<file path="src/sv/ptc_pkg.sv">
// ============================================================================
// ptc_pkg: shared types and constants for pressure/temperature compensation
// Word formats, coefficient bundle, register map and arithmetic constants.
// ============================================================================
package ptc_pkg;

    localparam int TEMP_REF    = 128000;
    localparam int PRESS_SCALE = 3125;
    localparam int P_FULL      = 1048576;
    localparam int DIV_STEPS   = 64;
    localparam int ADDR_W      = 5;

    typedef enum logic [2:0] {
        REG_TEMP_OFFSET = 3'd0,
        REG_TEMP_GAIN   = 3'd1,
        REG_PRESS_SCALE = 3'd2,
        REG_PRESS_23    = 3'd3,
        REG_PRESS_45    = 3'd4,
        REG_PRESS_67    = 3'd5,
        REG_PRESS_89    = 3'd6
    } reg_idx_t;

    typedef struct packed {
        logic [19:0] raw_temperature;
        logic [19:0] raw_pressure;
    } in_word_t;

    typedef struct packed {
        logic signed [31:0] temperature_centi;
        logic signed [31:0] fine_temperature;
        logic        [31:0] pressure_q24_8;
        logic               divide_fault;
    } out_word_t;

    typedef struct packed {
        logic        [15:0] c1;
        logic signed [15:0] c2;
        logic signed [15:0] c3;
        logic        [15:0] p1;
        logic signed [15:0] p2;
        logic signed [15:0] p3;
        logic signed [15:0] p4;
        logic signed [15:0] p5;
        logic signed [15:0] p6;
        logic signed [15:0] p7;
        logic signed [15:0] p8;
        logic signed [15:0] p9;
    } coef_t;

    typedef struct packed {
        logic signed [31:0] tcent;
        logic signed [31:0] fine;
    } side_t;

    typedef struct packed {
        side_t       side;
        logic [19:0] raw_pressure;
    } temp_word_t;

    typedef struct packed {
        side_t              side;
        logic        [63:0] num;
        logic signed [30:0] den;
    } frac_word_t;

    typedef struct packed {
        side_t       side;
        logic [63:0] quo;
        logic        fault;
    } quo_word_t;

endpackage

</file>
<file path="src/sv/ptc_temp.sv">
// ============================================================================
// ptc_temp: temperature compensation pipeline
// Four stages: products, shifted square times coefficient, fine sum, centi.
// ============================================================================
module ptc_temp (
    input  logic                clk,
    input  logic                rst_n,
    input  logic                en,
    input  logic                in_valid,
    input  ptc_pkg::in_word_t   din,
    input  ptc_pkg::coef_t      coef,
    output logic                out_valid,
    output ptc_pkg::temp_word_t dout
);

    logic [3:0]         vld_reg;
    logic signed [17:0] diff_a;
    logic signed [16:0] diff_d;
    logic signed [33:0] prod_a_next, prod_a_reg;
    logic signed [33:0] sq_d_next, sq_d_reg;
    logic signed [31:0] sq_wrap;
    logic signed [19:0] sq_sh;
    logic signed [31:0] tv1_next, tv1_reg;
    logic signed [35:0] prod_b_next, prod_b_reg;
    logic signed [31:0] tv2;
    logic signed [31:0] fine_next, fine_reg, fine4_reg;
    logic signed [31:0] tcent_next, tcent_reg;
    logic [19:0]        rp1_reg, rp2_reg, rp3_reg, rp4_reg;

    assign diff_a = $signed({1'b0, din.raw_temperature[19:3]})
                  - $signed({1'b0, coef.c1, 1'b0});
    assign diff_d = $signed({1'b0, din.raw_temperature[19:4]})
                  - $signed({1'b0, coef.c1});
    assign prod_a_next = diff_a * coef.c2;
    assign sq_d_next   = diff_d * diff_d;

    assign tv1_next    = $signed(prod_a_reg[31:0]) >>> 11;
    assign sq_wrap     = $signed(sq_d_reg[31:0]) >>> 12;
    assign sq_sh       = sq_wrap[19:0];
    assign prod_b_next = sq_sh * coef.c3;

    assign tv2       = $signed(prod_b_reg[31:0]) >>> 14;
    assign fine_next = tv1_reg + tv2;

    assign tcent_next = ((fine_reg <<< 2) + fine_reg + 32'sd128) >>> 8;

    always_ff @(posedge clk or negedge rst_n)
    begin
        if (!rst_n)
        begin
            vld_reg <= '0;
        end
        else if (en)
        begin
            vld_reg <= {vld_reg[2:0], in_valid};
        end
    end

    always_ff @(posedge clk)
    begin
        if (en)
        begin
            prod_a_reg <= prod_a_next;
            sq_d_reg   <= sq_d_next;
            rp1_reg    <= din.raw_pressure;
            tv1_reg    <= tv1_next;
            prod_b_reg <= prod_b_next;
            rp2_reg    <= rp1_reg;
            fine_reg   <= fine_next;
            rp3_reg    <= rp2_reg;
            tcent_reg  <= tcent_next;
            fine4_reg  <= fine_reg;
            rp4_reg    <= rp3_reg;
        end
    end

    assign out_valid         = vld_reg[3];
    assign dout.side.tcent   = tcent_reg;
    assign dout.side.fine    = fine4_reg;
    assign dout.raw_pressure = rp4_reg;

endmodule

</file>
<file path="config.mk">
export PLATFORM = sky130hd
export DESIGN_NAME = ptc_temp
export DESIGN_NICKNAME = d
export VERILOG_FILES = /design/src/sv/ptc_pkg.sv /design/src/sv/ptc_temp.sv
export SDC_FILE = /design/constraint.sdc
export NUM_CORES = 2
export LEC_CHECK = 0
export BUFFER_PORTS_ARGS = -buffer_cell sky130_fd_sc_hd__buf_4
export CORE_UTILIZATION = 55
export CTS_CLUSTER_DIAMETER = 30
export DETAILED_ROUTE_END_ITERATION = 16
export GPL_TIMING_DRIVEN = 0
export PLACE_DENSITY = 0.8
export SLEW_MARGIN = 20
export SYNTH_ARGS = -nofsm -noshare
export SYNTH_HDL_FRONTEND = slang
export SYNTH_SLANG_ARGS = --single-unit
</file>
<file path="constraint.sdc">
create_clock -name clk -period 5.7 [get_ports clk]
set_input_delay 1.71 -clock clk [delete_from_list [all_inputs] [get_ports clk]]
set_output_delay 1.71 -clock clk [all_outputs]
set_load 0.01 [all_outputs]
</file>
==> impl_summary.md <==
Yosys
Synthesis inferred 232 register bits. Synthesis produced a netlist whose cell count is 3792. Among all flip-flop cells after synthesis, the most frequent one is sky130_fd_sc_hd__edfxtp_1. After synthesis, the share of flip-flops with an asynchronous set or reset is 0.0172. The biggest area contributor in the post-synthesis netlist is sky130_fd_sc_hd__fa_1. In this run, synthesis inferred 228 flip-flops with an integrated enable. Averaged over all synthesized cells, the footprint is 10.2 µm². The synthesized net count is 5160. By area the synthesized netlist is led by sky130_fd_sc_hd__fa_1, sky130_fd_sc_hd__edfxtp_1, sky130_fd_sc_hd__ha_1. The proportion of netlist area held by the largest area contributor is 0.421.

The most frequent cell after synthesis is sky130_fd_sc_hd__inv_1. The post-synth design cell area is 38800 µm². Of the synthesized area, sequential elements account for 0.179.

For this run, the number of Yosys warnings is 0. In the synthesized netlist, the cells that appear most often are sky130_fd_sc_hd__inv_1, sky130_fd_sc_hd__fa_1, sky130_fd_sc_hd__nand2_1. The netlist uses 71 different library cells.

Hold path
In this run the worst hold path is classified as reg2reg. The hold path startpoint is prod_a_reg[12]. The capture endpoint of the worst hold path is tv1_reg[1]. The number of cells on the worst hold path is 0.

Layout
The layout-stage area growth over the synthesis result is 21.3%. The flip-flop count of the largest register after layout is 24. At the end of the flow the core is filled with cells to 0.673. Of the cells placed in the final design, the portion with a size suffix greater than 1 is 0.199. 0 antenna diodes ended up in the layout. In the final design database the tool counted 5537 nets.

Global routing
For this run, the total global-route usage over all layers was measured as 0.288. The first global-routing pass estimated 158000 µm of wire. For this run the aggregate overflow at the end of global routing stands at 0. The via count of the first global-routing pass came to 30.6k. The met2 track demand over resource is 0.489. The global routing stage identified its most utilized layer as met2. In the global route stage, met3 resource usage came out at 0.0622. The number of antenna violations at the first check in global routing is 2.

Entering global routing, the biggest net connects 89 pins. The met1 usage is 0.347.

Die
The total die area is 71600 µm². The area of the core is 69900 µm². For this design the top-level I/O count stands at 321. From bottom edge to top edge, the die measures 268 µm. From left edge to right edge, the die measures 268 µm. The effective utilization at floorplan is 0.555. The site row count is 97.

Placement
The final RePlAce weighted congestion is 0.962. Once detailed placement completed, the half-perimeter wirelength came to 74900 µm. Buffers placed on the I/O ports in this run total 157.

Worst setup path
The highest fanout seen on the critical path is 10. The stage delay of the slowest cell on the critical path is 0.52 ns. The arrival time of the worst setup path is 9.13 ns. The launching point of the worst reg2reg path is sq_d_reg[22]. The slowest stage of the critical path belongs to the cell sky130_fd_sc_hd__fa_1. The depth of the worst register-to-register path is 23. The worst register-to-register path has a setup slack of -1.52 ns. The kind of critical path is in2reg. STA classifies the critical path startpoint as an input pin. The worst flop-to-flop path endpoint is prod_b_reg[31]. The required time of the critical path is 6.00 ns.

The endpoint type of the worst setup path is a flop. The most numerous cell on the critical path is sky130_fd_sc_hd__fa_1.

STA
The final-report hold violation count is 0. The number of pins with negative max-slew slack in the final report is 0. The total negative slack is -128.80 ns. The minimum hold slack is 0.380 ns. The maximum clock frequency is 113 MHz. The worst slew slack as a fraction of its limit is 0.383. The worst setup margin is -3.14 ns. Setup repair after global routing could not meet its margin everywhere. The number of setup violations in the final report is 59. For the finished layout, the period the worst path requires is 8.84 ns. The final worst clock skew is 0.0426 ns. At the pin with the least slew margin, the transition time is 0.925 ns. The portion of the clock cycle consumed by the worst path in the final layout is 1.55.

Drt
The number of design rule violations left after detail routing is 0. The detailed router's first-iteration violation count is 2079. The total number of vias is 28.1k. The first TritonRoute pass finished after 6 iterations. The post-detailed-route via-to-cell ratio is 5.45. Summed over all layers, the routed wires come to 102000 µm. The post-route antenna net violation count is 0. The routed length per instance is 19.8 µm.

Clock network
In this run the number of H-tree levels came out at 2. The root buffer cell chosen for the clock tree is sky130_fd_sc_hd__clkbuf_16. Clock latency on the worst-skew pair, taken at its later pin, is 0.59 ns.

The number of clock buffers inserted by TritonCTS is 52. The clock-pin transition on the worst setup and hold timing paths is 0.05 ns. The clock passes through at most 3 buffers. TritonCTS built the clock tree. The clock net in this run drives a total of 232 sinks.

Outcome
The final reports fail on setup timing. The run finished, with violations left.

Job
The number of violations of the max-capacitance limit is 0.
[area by class of cell]
type,count,area [µm²]
clock buffers,55,1310
clock inverters,42,484
flip-flops and latches,232,6950
multi-input cells,2465,29700
plain buffers,133,1110
inverters,960,3670
fillers,4860,22800
well taps,940,1180
repair buffers,325,2690
[logic make-up after synthesis]
family                     share of synthesized area
AOI/OAI and AO/OA                             0.0380
DFF                                            0.179
buffers and inverters                          0.108
muxes                                        0.00145
adders and majority gates                      0.523
and+or+nand+nor                                0.115
xor gates and xnor gates                      0.0360
[stage by stage]
step | std cells | area (µm²) | worst slack, ns
2_1_floorplan | 3792 | 39700 | -2.88
3_3_place_gp | 4889 | 42100 | -4.54
3_5_place_dp | 4891 | 42100 | -4.59
4_1_cts | 5113 | 46200 | -2.82
5_1_grt | 5152 | 47100 | -3.29
6_report | 5152 | 47100 | -3.14
[worst max-delay path, delay by kind of cell]
kind / cells / cell delay (ns)
compound gates: 6 / 1.03
fa+ha+maj: 8 / 3.50
simple gates: 5 / 0.86
buf+inv: 12 / 1.60
xor+xnor: 2 / 0.40
[how the worst max path moves through the flow]
stage | startpoint | endpoint | slack, ns | cells after the start
after floorplan | din[24] | prod_a_reg[30] | -2.88 | 32
after global routing | din[24] | sq_d_reg[26] | -3.29 | 37
after detailed placement | coef[177] | prod_a_reg[30] | -4.59 | 31
after global placement | coef[177] | prod_a_reg[30] | -4.54 | 31
final | coef[183] | sq_d_reg[26] | -3.14 | 33
after CTS | coef[181] | prod_a_reg[31] | -2.82 | 31
[what timing repair did]
action / in CTS / in global routing
pin swaps: 138 / 72
buffers inserted: 127 / 41
hold buffers: 0 / 0
setup endpoints to repair: 59 / 59
cloned: 0 / 1
resized for setup: 291 / 158
[routing by layer]
metal  vias to the layer above  routed length (µm)
li1                      12100                   -
met1                     14100               35700
met2                      1452               50200
met3                       451                9880
met4                         2                6180
met5                         -                  12
[layout by cell type, fill, tap and decap left out, types with 11 or more instances in the layout]
cell type / Yosys / routed
sky130_fd_sc_hd__nand2b_1: 37 / 34
sky130_fd_sc_hd__xnor2_4: 0 / 11
sky130_fd_sc_hd__clkbuf_2: 0 / 25
sky130_fd_sc_hd__a21o_1: 25 / 25
sky130_fd_sc_hd__nand2_1: 463 / 420
sky130_fd_sc_hd__buf_6: 0 / 35
sky130_fd_sc_hd__inv_2: 9 / 36
sky130_fd_sc_hd__a21oi_1: 69 / 32
sky130_fd_sc_hd__ha_4: 0 / 35
sky130_fd_sc_hd__clkbuf_1: 113 / 47
sky130_fd_sc_hd__nand2_4: 0 / 19
sky130_fd_sc_hd__clkbuf_16: 0 / 66
sky130_fd_sc_hd__xnor2_1: 114 / 95
sky130_fd_sc_hd__inv_1: 948 / 911
sky130_fd_sc_hd__nor2_2: 1 / 13
sky130_fd_sc_hd__a21oi_4: 0 / 18
sky130_fd_sc_hd__nand2_2: 0 / 24
sky130_fd_sc_hd__buf_4: 18 / 301
sky130_fd_sc_hd__fa_1: 816 / 783
sky130_fd_sc_hd__o21ai_0: 33 / 19
sky130_fd_sc_hd__nor2_1: 134 / 114
sky130_fd_sc_hd__nand3_1: 18 / 14
sky130_fd_sc_hd__edfxtp_1: 228 / 228
sky130_fd_sc_hd__ha_1: 316 / 274
sky130_fd_sc_hd__o21a_1: 23 / 22
sky130_fd_sc_hd__nor2b_1: 37 / 30
sky130_fd_sc_hd__nor3_1: 20 / 14
sky130_fd_sc_hd__clkbuf_8: 0 / 13
sky130_fd_sc_hd__xor2_1: 39 / 27
sky130_fd_sc_hd__fa_2: 0 / 33
sky130_fd_sc_hd__a21oi_2: 1 / 20
sky130_fd_sc_hd__and2_1: 207 / 204
Power is not shown: default switching activity piles up to over one toggle a cycle in this logic, so the estimate is an artifact.
